**config.mk**
```make
export PLATFORM = sky130hd
export DESIGN_NAME = utf8_string_validator_top
export DESIGN_NICKNAME = d
export VERILOG_FILES = /design/src/rtl/core/utfv_pkg.sv /design/src/rtl/core/utfv_byte_check.sv /design/src/rtl/core/utfv_out_reg.sv /design/src/rtl/core/utf8_string_validator_top.sv
export SDC_FILE = /design/constraint.sdc
export NUM_CORES = 1
export LEC_CHECK = 0
export CAP_MARGIN = 20
export CORE_MARGIN = 3
export CORE_UTILIZATION = 45
export DETAILED_ROUTE_END_ITERATION = 6
export DONT_BUFFER_PORTS = 1
export GPL_TIMING_DRIVEN = 0
export HOLD_SLACK_MARGIN = 0.06
export SYNTH_ARGS = -nofsm -noshare
export SYNTH_HDL_FRONTEND = slang
export SYNTH_SLANG_ARGS = --single-unit
```
**constraint.sdc**
```tcl
create_clock -name clk -period 2.6 [get_ports clk]
set_clock_uncertainty 0.15 [all_clocks]
set_input_delay 0.13 -clock clk [delete_from_list [all_inputs] [get_ports clk]]
set_output_delay 0.13 -clock clk [all_outputs]
set_load 0.03 [all_outputs]
```
**src/rtl/core/utfv_pkg.sv**
```systemverilog
// ============================================================================
// utfv_pkg: shared types and constants for the UTF-8 string validator
// Holds the decoder state record, the byte-class constants and the small
// lead/continuation check functions used by the byte checker.
// ============================================================================
`default_nettype none

package utfv_pkg;

    // Decoder state carried from one byte to the next
    typedef struct packed {
        logic       failed;
        logic [1:0] remaining;
        logic [7:0] lead;
    } utfv_state_t;

    // Result produced by one byte
    typedef struct packed {
        logic emit;
        logic verdict;
    } utfv_result_t;

    localparam logic [7:0]  MASK_TWO      = 8'hE0;
    localparam logic [7:0]  LEAD_TWO      = 8'hC0;
    localparam logic [7:0]  MASK_THREE    = 8'hF0;
    localparam logic [7:0]  LEAD_THREE    = 8'hE0;
    localparam logic [7:0]  MASK_FOUR     = 8'hF8;
    localparam logic [7:0]  LEAD_FOUR     = 8'hF0;
    localparam logic [7:0]  CONT_MARK     = 8'h80;
    localparam logic [7:0]  MIN_TWO_LEAD  = 8'hC2;
    localparam logic [7:0]  MAX_FOUR_LEAD = 8'hF4;
    localparam logic [7:0]  LEAD_E0       = 8'hE0;
    localparam logic [7:0]  LEAD_ED       = 8'hED;
    localparam logic [7:0]  LEAD_F0       = 8'hF0;
    localparam logic [7:0]  LEAD_F4       = 8'hF4;
    localparam logic [7:0]  CONT_A0       = 8'hA0;
    localparam logic [7:0]  CONT_90       = 8'h90;
    localparam logic [7:0]  CONT_8F       = 8'h8F;
    localparam logic [10:0] MAX_SMALL_CP  = 11'h5FF;

    // Number of continuation bytes that follow a lead byte
    function automatic logic [1:0] tail_len(input logic [7:0] lead);
        logic [1:0] len;
        begin
            if (lead >= LEAD_FOUR) begin
                len = 2'd3;
            end else if (lead >= LEAD_THREE) begin
                len = 2'd2;
            end else begin
                len = 2'd1;
            end
            return len;
        end
    endfunction

    // Lead byte acceptance, restricted mode rejects three and four byte leads
    function automatic logic lead_ok(input logic [7:0] b, input logic restrict_two);
        logic ok;
        begin
            if ((b & MASK_TWO) == LEAD_TWO) begin
                ok = (b >= MIN_TWO_LEAD);
            end else if (restrict_two) begin
                ok = 1'b0;
            end else if ((b & MASK_THREE) == LEAD_THREE) begin
                ok = 1'b1;
            end else if ((b & MASK_FOUR) == LEAD_FOUR) begin
                ok = (b <= MAX_FOUR_LEAD);
            end else begin
                ok = 1'b0;
            end
            return ok;
        end
    endfunction

    // Range checks on the first continuation byte of a sequence
    function automatic logic first_cont_ok(input logic [7:0] lead, input logic [7:0] b);
        logic [10:0] cp;
        logic        ok;
        begin
            cp = {lead[4:0], b[5:0]};
            ok = 1'b1;
            if ((lead & MASK_TWO) == LEAD_TWO) begin
                ok = (cp > MAX_SMALL_CP);
            end else if (lead == LEAD_E0 && b < CONT_A0) begin
                ok = 1'b0;
            end else if (lead == LEAD_ED && b >= CONT_A0) begin
                ok = 1'b0;
            end else if (lead == LEAD_F0 && b < CONT_90) begin
                ok = 1'b0;
            end else if (lead == LEAD_F4 && b > CONT_8F) begin
                ok = 1'b0;
            end
            return ok;
        end
    endfunction

endpackage

`default_nettype wire

```
**src/rtl/core/utfv_byte_check.sv**
```systemverilog
// ============================================================================
// utfv_byte_check: per-byte UTF-8 decoder step
// Combinational next-state and verdict logic for one string byte.
// ============================================================================
`default_nettype none

module utfv_byte_check
    import utfv_pkg::*;
(
    input  wire logic [7:0]   text_byte,
    input  wire logic         restrict_two,
    input  wire utfv_state_t  state_cur,
    output utfv_state_t       state_nxt,
    output utfv_result_t      result
);

    // Decode one byte against the current sequence state
    always_comb
    begin
        state_nxt      = state_cur;
        result.emit    = 1'b0;
        result.verdict = 1'b0;
        priority if (text_byte == 8'h00)
        begin
            // terminator: give the verdict and clear for the next string
            result.emit    = 1'b1;
            result.verdict = !state_cur.failed && (state_cur.remaining == 2'd0);
            state_nxt      = '0;
        end
        else if (state_cur.failed)
        begin
            // sticky failure: drop the byte
            state_nxt = state_cur;
        end
        else if (state_cur.remaining == 2'd0)
        begin
            if (text_byte[7] == 1'b0)
            begin
                state_nxt = state_cur;
            end
            else if (!lead_ok(text_byte, restrict_two))
            begin
                state_nxt.failed = 1'b1;
            end
            else
            begin
                state_nxt.lead      = text_byte;
                state_nxt.remaining = tail_len(text_byte);
            end
        end
        else
        begin
            if ((text_byte & MASK_TWO[7:0] & 8'hC0) != CONT_MARK)
            begin
                state_nxt.failed = 1'b1;
            end
            else if (state_cur.remaining == tail_len(state_cur.lead)
                     && !first_cont_ok(state_cur.lead, text_byte))
            begin
                state_nxt.failed = 1'b1;
            end
            else
            begin
                state_nxt.remaining = state_cur.remaining - 2'd1;
            end
        end
    end

endmodule

`default_nettype wire

```
**src/rtl/core/utfv_out_reg.sv**
```systemverilog
// ============================================================================
// utfv_out_reg: result register
// Holds one verdict until the downstream side takes it.
// ============================================================================
`default_nettype none

module utfv_out_reg
    import utfv_pkg::*;
(
    input  wire logic         clk,
    input  wire logic         rst_n,
    input  wire logic         load,
    input  wire utfv_result_t result,
    output logic              free,
    output logic              out_valid,
    input  wire logic         out_stall,
    output logic              string_valid
);

    logic valid_reg;
    logic valid_next;
    logic verdict_reg;

    // Slot is free when empty or being taken this cycle
    assign free = !valid_reg || !out_stall;

    always_comb
    begin
        valid_next = valid_reg;
        if (free)
        begin
            valid_next = load && result.emit;
        end
    end

    // Hold the valid flag
    always_ff @(posedge clk or negedge rst_n)
    begin
        if (!rst_n)
        begin
            valid_reg <= 1'b0;
        end
        else
        begin
            valid_reg <= valid_next;
        end
    end

    // Capture the verdict when a new request enters the slot
    always_ff @(posedge clk)
    begin
        if (free && load && result.emit)
        begin
            verdict_reg <= result.verdict;
        end
    end

    assign out_valid    = valid_reg;
    assign string_valid = verdict_reg;

endmodule

`default_nettype wire

```
**src/rtl/core/utf8_string_validator_top.sv**
```systemverilog
// ============================================================================
// utf8_string_validator_top: streaming UTF-8 string validator
// Checks a zero-terminated byte string and reports one verdict per string.
// ============================================================================
//
//  channel | handshake              | payload
//  --------+------------------------+---------------------------
//  input   | in_valid / in_stall    | text_byte[7:0]
//  output  | out_valid / out_stall  | string_valid
//  config  | cfg_valid / cfg_ready  | restrict_two_byte
//
//  One byte per cycle while in_stall is low. A byte is registered on accept
//  and decoded in the following cycle against the sequence state. A
//  terminator's verdict then enters the result register once the slot is
//  free, and out_valid rises with it.
//  Only a terminator waiting on a full, stalled result register stalls input.
//  Reset clears the sequence state, the mode flag and both valid flags.
// ============================================================================
`default_nettype none

module utf8_string_validator_top
    import utfv_pkg::*;
(
    input  wire logic       clk,
    input  wire logic       rst_n,
    input  wire logic       in_valid,
    output logic            in_stall,
    input  wire logic [7:0] text_byte,
    output logic            out_valid,
    input  wire logic       out_stall,
    output logic            string_valid,
    input  wire logic       cfg_valid,
    output logic            cfg_ready,
    input  wire logic       restrict_two_byte
);

    logic         restrict_reg;
    logic         byte_valid_reg;
    logic         byte_valid_next;
    logic [7:0]   byte_reg;
    utfv_state_t  state_reg;
    utfv_state_t  state_next;
    utfv_state_t  state_dec;
    utfv_result_t result;
    logic         out_free;
    logic         advance;
    logic         in_take;

    assign cfg_ready = 1'b1;

    // Mode register
    always_ff @(posedge clk or negedge rst_n)
    begin
        if (!rst_n)
        begin
            restrict_reg <= 1'b0;
        end
        else if (cfg_valid && cfg_ready)
        begin
            restrict_reg <= restrict_two_byte;
        end
    end

    // Decode the registered byte
    utfv_byte_check u_check (
        .text_byte    (byte_reg),
        .restrict_two (restrict_reg),
        .state_cur    (state_reg),
        .state_nxt    (state_dec),
        .result       (result)
    );

    // Advance unless a terminator is blocked by a full result slot
    assign advance  = byte_valid_reg && (!result.emit || out_free);
    assign in_stall = byte_valid_reg && !advance;
    assign in_take  = in_valid && !in_stall;

    always_comb
    begin
        byte_valid_next = byte_valid_reg;
        state_next      = state_reg;
        if (advance)
        begin
            state_next      = state_dec;
            byte_valid_next = 1'b0;
        end
        if (in_take)
        begin
            byte_valid_next = 1'b1;
        end
    end

    // Input and sequence state registers
    always_ff @(posedge clk or negedge rst_n)
    begin
        if (!rst_n)
        begin
            byte_valid_reg <= 1'b0;
            state_reg      <= '0;
        end
        else
        begin
            byte_valid_reg <= byte_valid_next;
            state_reg      <= state_next;
        end
    end

    // Capture the incoming byte
    always_ff @(posedge clk)
    begin
        if (in_take)
        begin
            byte_reg <= text_byte;
        end
    end

    // Result register
    utfv_out_reg u_out (
        .clk          (clk),
        .rst_n        (rst_n),
        .load         (advance),
        .result       (result),
        .free         (out_free),
        .out_valid    (out_valid),
        .out_stall    (out_stall),
        .string_valid (string_valid)
    );

endmodule

`default_nettype wire

```
## Word-level counts from Yosys, hierarchy flattened

Cells that the tools add are included.

- $add $sub $neg: 1
- $lt $le $gt $ge: 11
- Equal/unequal tests: 15
- Mux-type cells: 39
- Reduce and logical (&&, ||, !) cells: 29

Operator list:

| kind | count |
|---|---|
| $ge A8 B8 Y1 const B | 6 |
| $mux W11 | 3 |
| $eq A8 B8 Y1 const B | 4 |
| $mux W1 | 22 |
| $mux W2 | 11 |
| $lt A8 B8 Y1 const B | 2 |
| $logic_and A1 B1 Y1 | 12 |
| $gt A11 B11 Y1 const B | 1 |
| $mux W10 | 1 |
| $gt A8 B8 Y1 const B | 1 |
| $le A8 B8 Y1 const B | 1 |
| $logic_not A8 Y1 | 1 |
| $mux W8 | 1 |
| $reduce_bool A2 Y1 | 4 |
| $logic_not A1 Y1 | 7 |
| $eq A3 B3 Y1 const B | 2 |
| $ne A3 B1 Y1 const B | 2 |
| $ne A3 B2 Y1 const B | 2 |
| $reduce_and A6 Y1 | 1 |
| $eq A5 B5 Y1 const B | 1 |
| $reduce_and A5 Y1 | 1 |
| $eq A4 B4 Y1 const B | 1 |
| $mux W3 | 1 |
| $eq A2 B2 Y1 | 1 |
| other kinds (5) | 6 |

- Bits in registers: 23
- Bits of input ports: 14
- Output and inout port bits: 4
- Word-level logic and storage cells: 103

## Logic depth before layout (Yosys ltp)

- Word-level depth: 18
- Mapped depth: 8
- Mapped depth without buffers: 6

## Modules after synthesis

Synthesis repeated with hierarchy kept, for this count alone.

- Cell total of the unflattened synthesis: 124
- Area total of the unflattened synthesis: 1,346.3 um2

By module, submodules not included:

| module | times used | cells an instance | area an instance (um2) | seq. area each (um2) |
|---|---|---|---|---|
| utf8_string_validator_top | 1 | 43 | 763.2 | 565.5 |
| utfv_byte_check | 1 | 75 | 511.7 | 0.0 |
| utfv_out_reg | 1 | 6 | 71.3 | 55.1 |

## Worst setup path after synthesis

No wires, ideal clock.

- Kind: reg2reg
- Start: reg state_reg[8] (netlist bit)
- End: reg state_reg[0] (netlist bit)
- Setup time: 0.118 ns
- Arrival time: 1.764 ns
- Required time: 2.332 ns
- Setup slack: 0.568 ns
- Stages on the path, launching flop included: 9
- Buffers on the path: 2
- Clock period less this slack: 2.032 ns
- Cells stage by stage: dfrtp_1 buf_6 and4bb_1 nor3b_2 nor2_2 or4b_4 buf_6 nand3_1 nand2_1

- Cells in the longest elaborated chain, start to end: 3

Ends and longest elaborated chain:

| what | RTL line | source |
|---|---|---|
| from (decl) | utf8_string_validator_top.sv:41 | `utfv_state_t state_reg;` |
| from (signal assigned) | utf8_string_validator_top.sv:104 | `state_reg <= state_next;` |
| $logic_not A2 Y1 | utfv_byte_check.sv:35 | `else if (state_cur.remaining == 2'd0)` |
| $reduce_bool A2 Y1 (no source line) | -- |  |
| $reduce_and A5 Y1 (no source line) | -- |  |

Every way passes these cells.
A chain may end at the register's enable or synchronous reset.

## Worst setup path in the final report

- Start: reg byte_reg[4]
- End: out in_stall

- Cells in the longest elaborated chain, start to end: 7

Ends and longest elaborated chain:

| what | RTL line | source |
|---|---|---|
| from (decl) | utf8_string_validator_top.sv:40 | `logic [7:0] byte_reg;` |
| from (signal assigned) | utf8_string_validator_top.sv:113 | `byte_reg <= text_byte;` |
| $logic_not A8 Y1 | utfv_byte_check.sv:23 | `priority if (text_byte == 8'h00)` |
| $mux W2 | utfv_byte_check.sv:23 |  |
| $logic_not A1 Y1 | utf8_string_validator_top.sv:74 | `assign advance = byte_valid_reg && (!result.emit \|\| out_free);` |
| $logic_or A1 B1 Y1 | utf8_string_validator_top.sv:74 |  |
| $logic_and A1 B1 Y1 | utf8_string_validator_top.sv:74 |  |
| $logic_not A1 Y1 | utf8_string_validator_top.sv:75 | `assign in_stall = byte_valid_reg && !advance;` |
| $logic_and A1 B1 Y1 | utf8_string_validator_top.sv:75 |  |
| to (decl) | utf8_string_validator_top.sv:27 | `output logic in_stall,` |

Every way passes these cells.

==> results by group <==
Yosys
  – Top FF cell, synth: dfrtp_1
  – Post-synth top area cell: dfrtp_1
  – Yosys cell types: 39
  – Seq cells post-synth: 23
  – Synth Cell Area: 1187 sq um
  – EDFF count, synth: 9
  – Area contributors post-synth: dfrtp_1 30%, edfxtp_1 23%, nand2_1 7.9%, nand3_1 3.4%, nand4_1 2.6%
  – Syn Inst Count: between 100 and 150
  – Post-Syn Nets: around 130
  – Synthesized area per cell: around 10 sq um
  – YS warnings: 0
  – Sequential area share after synthesis: between 50% and 60%
  – Post-synth top cells: 25 x nand2_1, 14 x dfrtp_1, 9 x edfxtp_1
  – Post-synth ARST share: 60.87%
  – Most common cell in the netlist: nand2_1
  – Top-area cell type share of the netlist area: between 20 and 30%

Power and ir drop
  – Combinational share of power: between 20% and 30%
  – P_sw: around 230 uW
  – Internal: around 550 uW
  – Cell leakage power: 0.0006017 uW
  – VDD IR max: 0.4201 mV
  – Reg power frac: a little over half
  – Power per Cell Area: approximately 560 nW/um^2
  – Clk pwr share: 21.6%
  – Net Sw Frac: just under 30%

Global routing
  – GRT Total Usage: 15.41%
  – First-pass GRT wire length: 3.981 mm
  – Total grt overflow: 0
  – Vias in the first global route: between 900 and 1000
  – Initial antenna violation count: 0
  – Largest net degree at the start of global routing: 15

Cells and area
  – # nets final: approximately 150
  – Max reg flops: 11
  – # diodes: 0
  – Synth-to-Final Area Change: 17.81%
  – Non-Filler Instances: 166
  – Layout cells sized above 1: between 10% and 20%

Clocking
  – Cts bufs inserted: 3
  – Post-CTS setup buffer count: 0
  – Maximum clock path buffer count: 2
  – H-tree Lvls: 1
  – Root Buffer: clkbuf_4
  – Worst-skew pair later-pin latency: 310 ps
  – CTS tree: built
  – Clock-pin slew on the worst setup and hold paths: approximately 130 ps
  – CTS sink cnt: 23

Detailed routing
  – Pre-antenna DRT Iters: 4
  – Routed Antenna Nets: 0
  – DRC violations left: 0
  – Via count: 954
  – Routed len/inst: about 14 um
  – Iter 0 DRT Violations: 37
  – Via density per instance: about 5.7
  – Detailed Route WL: 2.271 mm

Hold path
  – Min-delay worst type: primary input to flip-flop

Critical path
  – Critical Path End Type: primary output
  – Crit path cell chain: nor4_2 -> nand2_1 -> inv_1 -> nand4_1 -> inv_1
  – Crit path max-delay cell type: edfxtp_1
  – Crit path max fanout: 6
  – Required time of the critical path: approximately 2300 ps
  – Worst Setup Start Kind: flip-flop
  – CP arrival: approximately 2000 ps
  – Slowest stage delay, CP: roughly 520 ps
  – Cell mode on critical path: inv_1
  – Setup CP Type: flip-flop to primary output

Timing
  – Final-report setup violation count: 0
  – Final Max Slew Viols: 0
  – Fmax: about 430 MHz
  – Setup Total Neg Slack: 0 ps
  – Final Hold Fails: 0
  – Worst Max-Slew Pin Slew: 645.6 ps
  – Rel. slew slack: 56.82%
  – Period minus WS final: 2302 ps
  – Smallest hold slack: around 81 ps
  – Final worst slack: 298.2 ps
  – Unrepaired setup endpoints after global routing: no
  – Period utilization: 88.53%

Floorplanning
  – FP Rows: 17
  – Full die area: 3291 sq um
  – Die width: between 50 and 60 um
  – # IOs: 18
  – Chip Height: about 57 um
  – Core area: 2361 sq um
  – Starting Density: between 50 and 60%

Job
  – Max_cap viols: 0

Placement
  – Place WS: slightly below 300 ps
  – Gpl congestion: about 0.86
  – Post-DP HPWL: approximately 1.6 mm
  – Placed cells: approximately 150
  – Port-buffer cells: 0

Status
  – Outcome: finished clean
## area by class of cell
type / count / area (sq um)
clock buffer: 3 / 22.52
fill: 208 / 962.2
sequential: 23 / 620.6
clock inverter: 1 / 7.507
tap: 28 / 35.03
timing repair buffer: 14 / 140.1
multi-input combinational: 86 / 508.0
buffer: 5 / 42.54
inverter: 6 / 22.52
## repair_timing
item / 4_1_cts / 5_1_grt
setup endpoints to repair: 0 / 2
hold buffers: 14 / 0
endpoints found under the hold margin: 25 / 0
gates resized for setup: 0 / 1
## worst max-delay path: cells and delay by family, from the launching register on
kind | cells | cell delay [ps]
AND/OR/NAND/NOR | 3 | 790
flip-flops | 1 | 520
buffers and inverters | 2 | 390
## final timing paths
check	start	end	slack [ps]	cells past startpoint
max	byte_reg[4]	in_stall	300	5
min	in_valid	byte_reg[3]	80	1
max reg2reg	byte_reg[4]	byte_valid_reg	300	6
min reg2reg	state_reg[6]	state_reg[6]	350	2
max in group asynchronous	rst_n	byte_valid_reg	1780	1
min in group asynchronous	rst_n	state_reg[1]	110	1
## per-stage QoR
stage | cell area, sq um | power, uW | utilization, %
final | 1399 | 782.9 | 59.25
after detailed placement | 1222 | 597.9 | 51.78
after global routing | 1399 | 826.2 | 59.25
after global placement | 1222 | 594.5 | 51.78
after CTS | 1393 | 788.8 | 58.98
after floorplan | 1187 | 565.8 | -
## per-layer routing
layer	routed length (um)	share of wire (%)	vias to the layer above	global-route usage, %
met5	0	0	-	0
met4	6	0.26	0	2.318
met3	98	4.3	2	4.977
met2	1095	48	24	25.48
met1	1071	47	456	20.06
li1	-	-	472	-
## placed cells by master (no fill, tap or decap), types with 2 or more instances in the layout
cell	Yosys	routed
nand2_1	25	25
dfrtp_1	14	14
dlygate4sd3_1	0	14
edfxtp_1	9	9
nand3_1	8	8
inv_1	6	6
nand4_1	5	5
o21ai_0	5	5
nor4_1	5	4
nor2_1	4	4
nor3_1	3	3
clkbuf_4	0	3
and2_1	2	2
buf_4	2	2
buf_6	2	2
o21ai_1	2	2
a21oi_1	2	2
o211ai_1	2	2
a31oi_1	2	2
## power by group through the flow
stage | logic [uW] | registers (uW) | clock network (uW)
6_report | 184 | 429 | 169
4_1_cts | 184 | 428 | 176
3_5_place_dp | 161 | 436 | 0
2_1_floorplan | 134 | 431 | 0
3_3_place_gp | 159 | 436 | 0
5_1_grt | 205 | 434 | 187
## cells by family after synthesis
family,count (synthesis),synth area share (%)
compound gates,21,11.91
xor+xnor,1,0.7378
buf+inv,11,5.478
flops,23,52.27
mux,1,0.8430
other cells,1,0.3158
simple gates,62,28.45
Power figures use the tool's default switching activity.
